[config.mk]
export PLATFORM = sky130hd
export DESIGN_NAME = periodic_substitution_cipher_top
export DESIGN_NICKNAME = d
export VERILOG_FILES = /design/src/hw/rtl/psc_pkg.sv /design/src/hw/rtl/psc_fifo.sv /design/src/hw/rtl/psc_front.sv /design/src/hw/rtl/psc_back.sv /design/src/hw/rtl/periodic_substitution_cipher_top.sv
export VERILOG_INCLUDE_DIRS = /design/src /design/src/hw/rtl
export SDC_FILE = /design/constraint.sdc
export NUM_CORES = 2
export LEC_CHECK = 0
export BUFFER_PORTS_ARGS = -buffer_cell sky130_fd_sc_hd__buf_2
export CAP_MARGIN = 20
export CORE_ASPECT_RATIO = 0.6
export CORE_UTILIZATION = 60
export CTS_BUF_LIST = sky130_fd_sc_hd__clkbuf_8
export DETAILED_ROUTE_END_ITERATION = 12
export PLACE_DENSITY_LB_ADDON = 0.05
export REMOVE_ABC_BUFFERS = 1
export SLEW_MARGIN = 20
export SYNTH_ARGS = -nofsm -noshare
export SYNTH_HDL_FRONTEND = slang
export SYNTH_SLANG_ARGS = --single-unit
[constraint.sdc]
create_clock -name clk_i -period 13.21 [get_ports clk_i]
set_clock_uncertainty 0.05 [all_clocks]
set_input_delay 0.6605 -clock clk_i [delete_from_list [all_inputs] [get_ports clk_i]]
set_output_delay 0.6605 -clock clk_i [all_outputs]
set_load 0.01 [all_outputs]
[src/hw/rtl/periodic_substitution_cipher_top_defines.svh]
// Assertion macros for the periodic substitution cipher.
// Needs clk_i and rst_ni in the scope of each use.
`ifndef PERIODIC_SUBSTITUTION_CIPHER_TOP_DEFINES_SVH
`define PERIODIC_SUBSTITUTION_CIPHER_TOP_DEFINES_SVH

// same-cycle implication
`define PSC_ASSERT_NOW(label, ante, cons) \
  label: assert property (@(posedge clk_i) disable iff (!rst_ni) (ante) |-> (cons)) \
    else $error("psc assertion failed");

// next-cycle implication
`define PSC_ASSERT_NEXT(label, ante, cons) \
  label: assert property (@(posedge clk_i) disable iff (!rst_ni) (ante) |=> (cons)) \
    else $error("psc assertion failed");

`endif

[src/hw/rtl/psc_pkg.sv]
// Shared types and constants of the periodic substitution cipher.
// No dependencies.
package psc_pkg;

  localparam int PSC_MAX_PERIOD = 16;
  localparam int PSC_FIFO_DEPTH = 4;
  localparam int PSC_LETTERS    = 26;

  localparam logic [1:0] OP_LOAD    = 2'd0;
  localparam logic [1:0] OP_ENCODE  = 2'd1;
  localparam logic [1:0] OP_RESTART = 2'd2;

  localparam logic [1:0] ST_OK        = 2'd0;
  localparam logic [1:0] ST_MALFORMED = 2'd1;
  localparam logic [1:0] ST_FORMAT    = 2'd2;

  localparam logic [7:0] CH_NEWLINE  = 8'd10;
  localparam logic [7:0] CH_PRINT_LO = 8'd32;
  localparam logic [7:0] CH_PRINT_HI = 8'd126;
  localparam logic [7:0] CH_LOWER_A  = 8'd97;
  localparam logic [7:0] CH_LOWER_Z  = 8'd122;

  typedef enum logic [1:0] {
    CMD_WRITE,
    CMD_LOOKUP,
    CMD_PASS
  } psc_cmd_e;

  typedef struct packed {
    psc_cmd_e   cmd;
    logic [1:0] status;
    logic [7:0] data;
  } psc_op_t;

endpackage

[src/hw/rtl/psc_fifo.sv]
// Small register queue between the front and back parts.
// Depth must be a power of two. Uses no package.
module psc_fifo #(
  parameter int Width = 8,
  parameter int Depth = 4
) (
  input  logic             clk_i,
  input  logic             rst_ni,
  input  logic             push_i,
  input  logic [Width-1:0] wdata_i,
  output logic             full_o,
  input  logic             pop_i,
  output logic [Width-1:0] rdata_o,
  output logic             empty_o
);
  localparam int PW = (Depth > 1) ? $clog2(Depth) : 1;
  localparam int CW = $clog2(Depth + 1);

  logic [Width-1:0] mem_q [Depth];
  logic [PW-1:0] wptr_q, wptr_d, rptr_q, rptr_d;
  logic [CW-1:0] cnt_q, cnt_d;
  logic do_push, do_pop;

  assign full_o  = (cnt_q == CW'(Depth));
  assign empty_o = (cnt_q == '0);
  assign do_push = push_i && !full_o;
  assign do_pop  = pop_i && !empty_o;
  assign rdata_o = mem_q[rptr_q];

  always_comb begin
    wptr_d = do_push ? PW'(wptr_q + 1'b1) : wptr_q;
    rptr_d = do_pop ? PW'(rptr_q + 1'b1) : rptr_q;
    cnt_d  = cnt_q;
    if (do_push && !do_pop) begin
      cnt_d = CW'(cnt_q + 1'b1);
    end else if (do_pop && !do_push) begin
      cnt_d = CW'(cnt_q - 1'b1);
    end
  end

  always_ff @(posedge clk_i or negedge rst_ni) begin
    if (!rst_ni) begin
      wptr_q <= '0;
      rptr_q <= '0;
      cnt_q  <= '0;
    end else begin
      wptr_q <= wptr_d;
      rptr_q <= rptr_d;
      cnt_q  <= cnt_d;
    end
  end

  always_ff @(posedge clk_i) begin
    if (do_push) begin
      mem_q[wptr_q] <= wdata_i;
    end
  end
endmodule

[src/hw/rtl/psc_front.sv]
// Front part: accepts items, holds row position, flags and period, classifies.
// Depends on psc_pkg.
module psc_front import psc_pkg::*; #(
  parameter int MaxPeriod = PSC_MAX_PERIOD,
  parameter int AW        = $clog2(PSC_MAX_PERIOD * PSC_LETTERS)
) (
  input  logic          clk_i,
  input  logic          rst_ni,
  input  logic          cfg_valid_i,
  output logic          cfg_ready_o,
  input  logic [4:0]    cfg_data_i,
  input  logic          in_valid_i,
  output logic          in_ready_o,
  input  logic [1:0]    op_i,
  input  logic [3:0]    key_row_i,
  input  logic [4:0]    key_letter_i,
  input  logic [7:0]    key_value_i,
  input  logic [7:0]    char_in_i,
  input  logic          full_i,
  output logic          push_o,
  output psc_op_t       cmd_o,
  output logic [AW-1:0] addr_o
);
  localparam int RW  = (MaxPeriod > 1) ? $clog2(MaxPeriod) : 1;
  localparam int MCW = $clog2(MaxPeriod + 1);
  localparam int CW  = (MCW > 5) ? MCW : 5;

  logic [4:0]    period_q;
  logic [RW-1:0] row_q, row_d;
  logic          malformed_q, malformed_d;
  logic          fmt_err_q, fmt_err_d;

  logic          accept, need_push;
  logic [CW-1:0] per_ext, span, row_ext, cur_ext, nxt_ext;
  logic [RW-1:0] cur_row;
  logic          load_ok, printable, lower;
  logic [4:0]    letter_off;

  assign cfg_ready_o = 1'b1;
  assign in_ready_o  = !full_i;
  assign accept      = in_valid_i && in_ready_o;
  assign push_o      = accept && need_push;

  always_comb begin
    per_ext = CW'(period_q);
    if (per_ext == '0) begin
      span = CW'(1);
    end else if (per_ext > CW'(MaxPeriod)) begin
      span = CW'(MaxPeriod);
    end else begin
      span = per_ext;
    end
    row_ext = CW'(row_q);
    cur_ext = (row_ext < span) ? row_ext : '0;
    nxt_ext = CW'(cur_ext + 1'b1);
    if (nxt_ext >= span) begin
      nxt_ext = '0;
    end
    cur_row = RW'(cur_ext);
  end

  assign load_ok    = (key_letter_i < 5'(PSC_LETTERS)) && (32'(key_row_i) < 32'(MaxPeriod));
  assign printable  = (char_in_i >= CH_PRINT_LO) && (char_in_i <= CH_PRINT_HI);
  assign lower      = (char_in_i >= CH_LOWER_A) && (char_in_i <= CH_LOWER_Z);
  assign letter_off = 5'(char_in_i - CH_LOWER_A);

  always_comb begin
    row_d        = row_q;
    malformed_d  = malformed_q;
    fmt_err_d    = fmt_err_q;
    need_push    = 1'b0;
    cmd_o.cmd    = CMD_PASS;
    cmd_o.status = ST_OK;
    cmd_o.data   = '0;
    addr_o       = '0;
    case (op_i)
      OP_LOAD: begin
        if (load_ok) begin
          need_push = 1'b1;
          cmd_o.cmd  = CMD_WRITE;
          cmd_o.data = key_value_i;
          addr_o     = AW'(AW'(key_row_i) * AW'(PSC_LETTERS)) + AW'(key_letter_i);
          if ((key_value_i < CH_LOWER_A) || (key_value_i > CH_LOWER_Z)) begin
            malformed_d = 1'b1;
          end
        end
      end
      OP_ENCODE: begin
        need_push = 1'b1;
        if (malformed_q) begin
          cmd_o.status = ST_MALFORMED;
        end else if (fmt_err_q) begin
          cmd_o.status = ST_FORMAT;
        end else if (char_in_i == CH_NEWLINE) begin
          cmd_o.data = char_in_i;
        end else if (printable) begin
          row_d = RW'(nxt_ext);
          if (lower) begin
            cmd_o.cmd = CMD_LOOKUP;
            addr_o    = AW'(AW'(cur_row) * AW'(PSC_LETTERS)) + AW'(letter_off);
          end else begin
            cmd_o.data = char_in_i;
          end
        end else begin
          fmt_err_d    = 1'b1;
          cmd_o.status = ST_FORMAT;
        end
      end
      OP_RESTART: begin
        row_d     = '0;
        fmt_err_d = 1'b0;
      end
      default: begin
        need_push = 1'b0;
      end
    endcase
  end

  always_ff @(posedge clk_i or negedge rst_ni) begin
    if (!rst_ni) begin
      period_q    <= 5'd1;
      row_q       <= '0;
      malformed_q <= 1'b0;
      fmt_err_q   <= 1'b0;
    end else begin
      if (cfg_valid_i) begin
        period_q <= cfg_data_i;
      end
      if (accept) begin
        row_q       <= row_d;
        malformed_q <= malformed_d;
        fmt_err_q   <= fmt_err_d;
      end
    end
  end
endmodule

[src/hw/rtl/psc_back.sv]
// Back part: key table memory, lookups and the output register.
// Depends on psc_pkg.
module psc_back import psc_pkg::*; #(
  parameter int MaxPeriod = PSC_MAX_PERIOD,
  parameter int AW        = $clog2(PSC_MAX_PERIOD * PSC_LETTERS)
) (
  input  logic          clk_i,
  input  logic          rst_ni,
  input  logic          empty_i,
  output logic          pop_o,
  input  psc_op_t       cmd_i,
  input  logic [AW-1:0] addr_i,
  output logic          out_valid_o,
  input  logic          out_ready_i,
  output logic [7:0]    char_out_o,
  output logic [1:0]    status_o
);
  localparam int KtDepth = MaxPeriod * PSC_LETTERS;

  logic [7:0] key_mem_q [KtDepth];
  logic [7:0] rd_q;
  logic       valid_q;
  psc_op_t    op_q;

  assign pop_o       = !empty_i && (!valid_q || out_ready_i);
  assign out_valid_o = valid_q;
  assign status_o    = op_q.status;
  assign char_out_o  = (op_q.cmd == CMD_LOOKUP) ? rd_q : op_q.data;

  always_ff @(posedge clk_i or negedge rst_ni) begin
    if (!rst_ni) begin
      valid_q <= 1'b0;
    end else if (pop_o) begin
      valid_q <= (cmd_i.cmd != CMD_WRITE);
    end else if (out_ready_i) begin
      valid_q <= 1'b0;
    end
  end

  always_ff @(posedge clk_i) begin
    if (pop_o) begin
      op_q <= cmd_i;
      if (cmd_i.cmd == CMD_WRITE) begin
        key_mem_q[addr_i] <= cmd_i.data;
      end
      if (cmd_i.cmd == CMD_LOOKUP) begin
        rd_q <= key_mem_q[addr_i];
      end
    end
  end
endmodule

[src/hw/rtl/periodic_substitution_cipher_top.sv]
// Periodic polyalphabetic substitution cipher, one character per cycle unless stalled.
// A front part classifies each transaction against the row position and the
// sticky flags, a four-entry queue decouples it from a back part that owns the
// key table memory (MaxPeriod*26 bytes, one access a cycle) and the output
// register. Loads, encodes and restarts are each taken while the queue is not
// full; an encode result passes through the queue and then the output register
// before it is offered on the output. Input is held back only when the queue
// is full, so throughput stays at one transaction per cycle while the output
// side keeps up.
`include "periodic_substitution_cipher_top_defines.svh"
module periodic_substitution_cipher_top import psc_pkg::*; #(
  parameter int MaxPeriod = PSC_MAX_PERIOD,
  parameter int FifoDepth = PSC_FIFO_DEPTH
) (
  input  logic        clk_i,
  input  logic        rst_ni,
  input  logic        cfg_valid_i,
  output logic        cfg_ready_o,
  input  logic [4:0]  cfg_data_i,     // period
  input  logic        s_axis_tvalid,
  output logic        s_axis_tready,
  input  logic [31:0] s_axis_tdata,   // key_row, key_letter, key_value, char_in, zero fill
  input  logic [1:0]  s_axis_tuser,   // op
  output logic        m_axis_tvalid,
  input  logic        m_axis_tready,
  output logic [7:0]  m_axis_tdata,   // char_out
  output logic [1:0]  m_axis_tuser    // status
);
  localparam int AW = $clog2(MaxPeriod * PSC_LETTERS);
  localparam int OW = $bits(psc_op_t);
  localparam int QW = OW + AW;

  logic          push, pop, full, empty;
  psc_op_t       f_cmd, b_cmd;
  logic [AW-1:0] f_addr, b_addr;
  logic [QW-1:0] q_wdata, q_rdata;

  psc_front #(
    .MaxPeriod(MaxPeriod),
    .AW       (AW)
  ) u_front (
    .clk_i       (clk_i),
    .rst_ni      (rst_ni),
    .cfg_valid_i (cfg_valid_i),
    .cfg_ready_o (cfg_ready_o),
    .cfg_data_i  (cfg_data_i),
    .in_valid_i  (s_axis_tvalid),
    .in_ready_o  (s_axis_tready),
    .op_i        (s_axis_tuser),
    .key_row_i   (s_axis_tdata[3:0]),
    .key_letter_i(s_axis_tdata[8:4]),
    .key_value_i (s_axis_tdata[16:9]),
    .char_in_i   (s_axis_tdata[24:17]),
    .full_i      (full),
    .push_o      (push),
    .cmd_o       (f_cmd),
    .addr_o      (f_addr)
  );

  assign q_wdata = {f_addr, f_cmd};
  assign b_cmd   = q_rdata[OW-1:0];
  assign b_addr  = q_rdata[QW-1:OW];

  psc_fifo #(
    .Width(QW),
    .Depth(FifoDepth)
  ) u_fifo (
    .clk_i  (clk_i),
    .rst_ni (rst_ni),
    .push_i (push),
    .wdata_i(q_wdata),
    .full_o (full),
    .pop_i  (pop),
    .rdata_o(q_rdata),
    .empty_o(empty)
  );

  psc_back #(
    .MaxPeriod(MaxPeriod),
    .AW       (AW)
  ) u_back (
    .clk_i      (clk_i),
    .rst_ni     (rst_ni),
    .empty_i    (empty),
    .pop_o      (pop),
    .cmd_i      (b_cmd),
    .addr_i     (b_addr),
    .out_valid_o(m_axis_tvalid),
    .out_ready_i(m_axis_tready),
    .char_out_o (m_axis_tdata),
    .status_o   (m_axis_tuser)
  );

  `PSC_ASSERT_NOW(a_err_zero_char, m_axis_tvalid && (m_axis_tuser != ST_OK), m_axis_tdata == 8'd0)
  `PSC_ASSERT_NOW(a_full_stalls, full, !s_axis_tready)
  `PSC_ASSERT_NOW(a_status_code, m_axis_tvalid, m_axis_tuser <= ST_FORMAT)
  `PSC_ASSERT_NEXT(a_pop_needs_data, empty, !$past(push) || !empty)
endmodule

== Yosys cells after proc, flatten, opt, wreduce, memory -nomap -nowiden ==
Memory sizes are Yosys's and may differ from the RTL's. A register that Yosys moved wholly into a read port is not among the register bits.
Index checks and enable logic that the tools add are counted.
Operators by class
  add/subtract/negate cells: 8
  multipliers: 2
  $lt $le $gt $ge: 10
  equal/unequal tests: 10
  multiplexer cells: 51
  reductions and logical operators: 28
Operator list (number)
  8-bit 2-to-1 mux: 7
  9-bit 2-to-1 mux: 6
  4-bit 2-to-1 mux: 7
  9-bit by 5-bit adder with 9-bit output: 2
  2-bit 2-to-1 mux: 9
  9-bit one-hot mux with 2 select lines: 1
  8-bit by 7-bit <= comparator with 1-bit output (second input constant): 2
  4-bit by 4-bit multiplier with 8-bit output (second input constant): 2
  8-bit one-hot mux with 2 select lines: 1
  1-bit 2-to-1 mux: 12
  5-bit 2-to-1 mux: 2
  1-bit logical AND: 9
  8-bit by 4-bit equality test with 1-bit output (second input constant): 1
  8-bit by 6-bit greater-or-equal comparator with 1-bit output (second input constant): 1
  8-bit by 7-bit greater-or-equal comparator with 1-bit output (second input constant): 1
  8-bit by 7-bit > comparator with 1-bit output (second input constant): 1
  8-bit by 7-bit less-than comparator with 1-bit output (second input constant): 1
  4-bit one-hot mux with 2 select lines: 1
  2-bit nonzero test: 4
  2-bit by 1-bit equality test with 1-bit output (second input constant): 3
  3-bit 2-to-1 mux: 2
  2-bit inequality test (second input constant): 3
  6-bit AND reduction: 1
  4-bit by 1-bit adder with 5-bit output (second input constant): 1
  other kinds (21): 29
Word-level totals
  bits in registers: 31
  bits in writable memories: 3412
  output and inout bits: 13
  word-level logic and storage cells: 122
  memories kept: 2
Memories
  u_back.key_mem_q: depth 416, width 8, rd ports 1, clocked after Yosys merged registers in 1, wr ports 1, RTL line psc_back.sv:20  | logic [7:0] key_mem_q [KtDepth];
  u_fifo.mem_q: depth 4, width 21, rd ports 1, clocked after Yosys merged registers in 0, wr ports 1, RTL line psc_fifo.sv:19  | logic [Width-1:0] mem_q [Depth];

== Longest topological paths before layout ==
  word-level depth: 13
  mapped depth: 19
  gate-level depth less buffers: 19

== Modules after synthesis ==
From an unflattened synthesis, not the netlist that was laid out.
Second synthesis, totals
  cell total of the unflattened synthesis: 6229
  area, all modules: 134980.7 sq um
Modules (own cells, without submodules)
  psc_back: instances 1, cells an instance 5842, area each 129422.9 sq um
  psc_fifo: instances 1, cells an instance 146, area each 3464.6 sq um
  psc_front: instances 1, cells an instance 241, area each 2093.3 sq um

== Least setup slack after synthesis ==
No wires, ideal clock.
  kind: register to register
  start: register u_fifo.rptr_q[0]
  end: memory u_back.key_mem_q[0][2], data pin
  arrival time: 4348 ps
  required time: 12387 ps
  slack: 8039 ps
  cell stages (with the launch flop): 5
  buffers on the path: 3
  clock period less this slack: 5171 ps
  cell sequence: dfrtp_1 buf_6 buf_2 buf_1 mux4_2
Between the ends
  word-level cells in the longest chain between the ends: 1
RTL lines
  start, declared: RTL line psc_fifo.sv:20  | logic [PW-1:0] wptr_q, wptr_d, rptr_q, rptr_d;
  start signal, assigned: RTL line psc_fifo.sv:48  | rptr_q <= rptr_d;
  memory 4 x 21 bit
  net q_rdata[2]: RTL line periodic_substitution_cipher_top.sv:36  | logic [QW-1:0] q_wdata, q_rdata;
  end, declared: RTL line psc_back.sv:20
The timed path passes the listed nets, and every way through them passes these cells.

== Final worst setup path ==
  start: register u_fifo.rptr_q[0]
  end: register u_back.rd_q[4], read port of u_back.key_mem_q, data pin
Between the ends
  word-level cells in the longest chain between the ends: 3
RTL lines
  memory 4 x 21 bit (*)
  2-bit by 1-bit equality test with 1-bit output: RTL line psc_back.sv:46  | if (cmd_i.cmd == CMD_LOOKUP) begin
  2-bit AND reduction (no source line)
  end, declared: RTL line psc_back.sv:21  | logic [7:0] rd_q;
Every way passes the cells marked *; elsewhere a longest branch is shown, timed or not.
A chain may end at the register's enable or synchronous reset.

==> metrics.txt <==
vias in the first global route 78300; CTS root buf clkbuf_8; status completed; fin util between 60% and 70%; Layout Area Growth over Synthesis 8.85%; Clk network pwr share a little over a fifth; RePlAce Congestion 0.945; area of the multi-input gates 32900 sq um; net total in the final layout slightly above 9000; Static Leakage slightly below 50 nW; clk_lat worst skew 1.05 ns; fin area 151000 sq um; setup TNS 0 ns; Reg area between 100000 and 150000 sq um; Required @ worst endpoint between 10 and 15 ns; CTS tree built; CTS sink cnt 3451; # fillers 16000; dpl cell area between 100000 and 150000 sq um; Least-Margin Pin Slew roughly 1.3 ns; die width just over 600 microns; H-tree depth 5; highest-delay cell along the critical path o41ai_2; Synth cell types 78; Final Critical Period 6.64 ns; Final Max Tran Viols 0; peak supply drop 0.289 mV; via count 85600; Setup crit start kind register; Post-DRT Antenna Nets 0; asr flop ratio synth less than 1%; Setup violations, final 0; fin crit share 50.2%; Core Rows 136; I/O Buffers 48; Rel. slew slack a little over an eighth; Critical Path Sink Type register; PwrDens 236 nW/um^2; fraction of layout cells with a size suffix above 1 12.0%; hold crit path type in2reg; first-pass GRT wire length a little over 600 mm; number of synthesized flops with an enable pin ~3400; most common cell after layout, fill and taps aside edfxtp_1; Hold Fails Final Rpt 0; Cells after Synth 8786; CP cell instances buf_4 -> mux4_4 -> buf_12 -> or2_4 -> buf_12 -> a311oi_1 -> o41ai_2 -> o2111ai_1 -> nor4_1 -> nand4b_1; full die area 234000 sq um; DRT Wirelength 444 mm; combinational power share 39.4%; sequential share of power 39.5%; Tot GR Track Use 37.6%; total grt overflow 0; largest net degree at the start of global routing between 200 and 250; HPWL after detailed placement 269 mm; post-synthesis area per instance 15.8 sq um; CTS resizes 0; Pre-antenna DRT Iters 6; dpl cells 11500; Chip Height 375 microns; Seq/Total Area, Yosys 74.5%; num ports 57; WS Path Type reg2reg; CORE AREA 230000 sq um; Iter 0 DRT Violations 14600; routed vias/inst 6.90; CTS Buf Count 483; Sw Ratio 41.4%; internal power 20.9 mW; CP arrival 7.36 ns; Avg WL per Cell 35.8 microns; R2R Setup Slk 6.57 ns; Top FF cell, synth edfxtp_1; number of synthesized register bits 3451; CTS Buffer Depth 4; most frequent cells in the layout edfxtp_1, nand2_1, mux2i_1; antenna violations before repair just under 50; Synth warnings 0; Max Cap Violations 0; Mapped Area 139000 sq um; Slowest Stage Delay on Critical Path ~1.1 ns; RSZ-0062 raised after global routing false; cell mode on critical path buf_12; Sw Pwr 14.8 mW; DRC Markers 0; Max FO, Critical Path 104; final cell count without fillers 12400; Peak Freq 0.151 GHz; initial core utilization 60.5%; Clock Pin Slew Worst Setup and Hold Paths roughly 0.070 ns
[cells in the mapped netlist (99+ instances only)]
| master | count | area [sq um] |
|---|---|---|
| nor2b_1 | 136 | 851 |
| clkbuf_1 | 184 | 691 |
| nand2_1 | 1193 | 4480 |
| and2_0 | 241 | 1510 |
| nor2_1 | 529 | 1990 |
| mux2i_1 | 587 | 5880 |
| mux4_2 | 177 | 3990 |
| a31oi_1 | 100 | 626 |
| a211oi_1 | 422 | 3170 |
| edfxtp_1 | 3432 | 103000 |
| o21ai_0 | 99 | 495 |
| nand3_1 | 99 | 495 |
| buf_2 | 287 | 1440 |
| a311oi_1 | 241 | 2110 |
[flip-flops by register name, summed over array words and instances, names as in the netlist]
| signal | count |
|---|---|
| u_back.key_mem_q | 3328 |
| u_back.op_q | 10 |
| u_back.out_valid_o | 1 |
| u_back.rd_q | 8 |
| u_back.status_o | 2 |
| u_fifo.cnt_q | 3 |
| u_fifo.mem_q | 84 |
| u_fifo.rptr_q | 2 |
| u_fifo.wptr_q | 2 |
| u_front.fmt_err_q | 1 |
| u_front.malformed_q | 1 |
| u_front.per_ext | 5 |
| u_front.row_q | 4 |
[final cells by class]
cell class	instances	share of cell area, %
Timing Repair Buffer	295	1.64
Clock inverter	360	1.02
Tap cell	3036	2.51
Clock buffer	490	4.46
Inverter	28	0.0695
Antenna cell	26	0.0430
Sequential cell	3451	68.5
Multi-Input combinational cell	4712	21.8
[power by group through the flow]
| stage | Sequential (mW) | Combinational [mW] | Clock (mW) |
|---|---|---|---|
| 3_5_place_dp | 14.3 | 13.4 | 0 |
| 5_1_grt | 14.1 | 14.3 | 7.94 |
| 3_3_place_gp | 14.3 | 13.2 | 0 |
| 2_1_floorplan | 14.6 | 9.26 | 0 |
| 6_report | 14.1 | 14.1 | 7.50 |
| 4_1_cts | 14.1 | 13.5 | 7.49 |
[stage by stage]
stage / hold WS [ns] / total power [mW] / setup slack [ns]
2_1_floorplan: 0.315 / 23.9 / -3.70
3_3_place_gp: 0.431 / 27.5 / 6.49
3_5_place_dp: 0.438 / 27.7 / 6.86
4_1_cts: 0.00107 / 35.0 / 6.84
5_1_grt: 0.0376 / 36.4 / 6.45
6_report: 0.0628 / 35.7 / 6.57
[logic make-up (layout without fill, tap and decap cells)]
group,after synthesis,count (layout),synth area share [%]
other,1,27,0.00270
xor gates and xnor gates,31,31,0.195
DFF,3451,3451,74.5
muxes,794,794,7.34
AOI/OAI and AO/OA,1353,1353,7.27
adders and majority gates,55,55,0.522
and+or+nand+nor,2478,2478,7.99
buffers and inverters,623,1173,2.15
[final timing paths]
check                            startpoint                 end  cells past startpoint
max in group asynchronous            rst_ni  u_front.per_ext[2]                      2
min                        s_axis_tdata[18]  u_fifo.mem_q[2][1]                      2
max                        u_fifo.rptr_q[0]      u_back.rd_q[4]                     10
min reg2reg                 u_fifo.cnt_q[2]     u_fifo.cnt_q[2]                      1
max reg2reg                u_fifo.rptr_q[0]      u_back.rd_q[4]                     10
min in group asynchronous            rst_ni    u_fifo.rptr_q[1]                      2
[timing repair]
| item | in CTS | in global routing |
|---|---|---|
| endpoints found under the hold margin | 58 | 0 |
| hold buffers | 27 | 0 |
| setup buffers | 0 | 0 |
[worst max-delay path: cells and delay by family, from the launching register on]
family                 cells  cell delay (ns)
DFF                        1             0.34
AOI/OAI and AO/OA          3             1.89
and+or+nand+nor            3             1.36
muxes                      1             0.93
buffers and inverters      3             1.49
[per-layer routing]
metal  GRT usage (%)  part of all wire, %  up-vias
met3            16.0                   17      977
met4            14.4                  4.1       44
met2            48.7                   40     6562
met1            56.4                   39    43300
met5               0                 0.13        -
li1                -                    -    34700
Note: power is estimated with default switching activity, not from simulation.
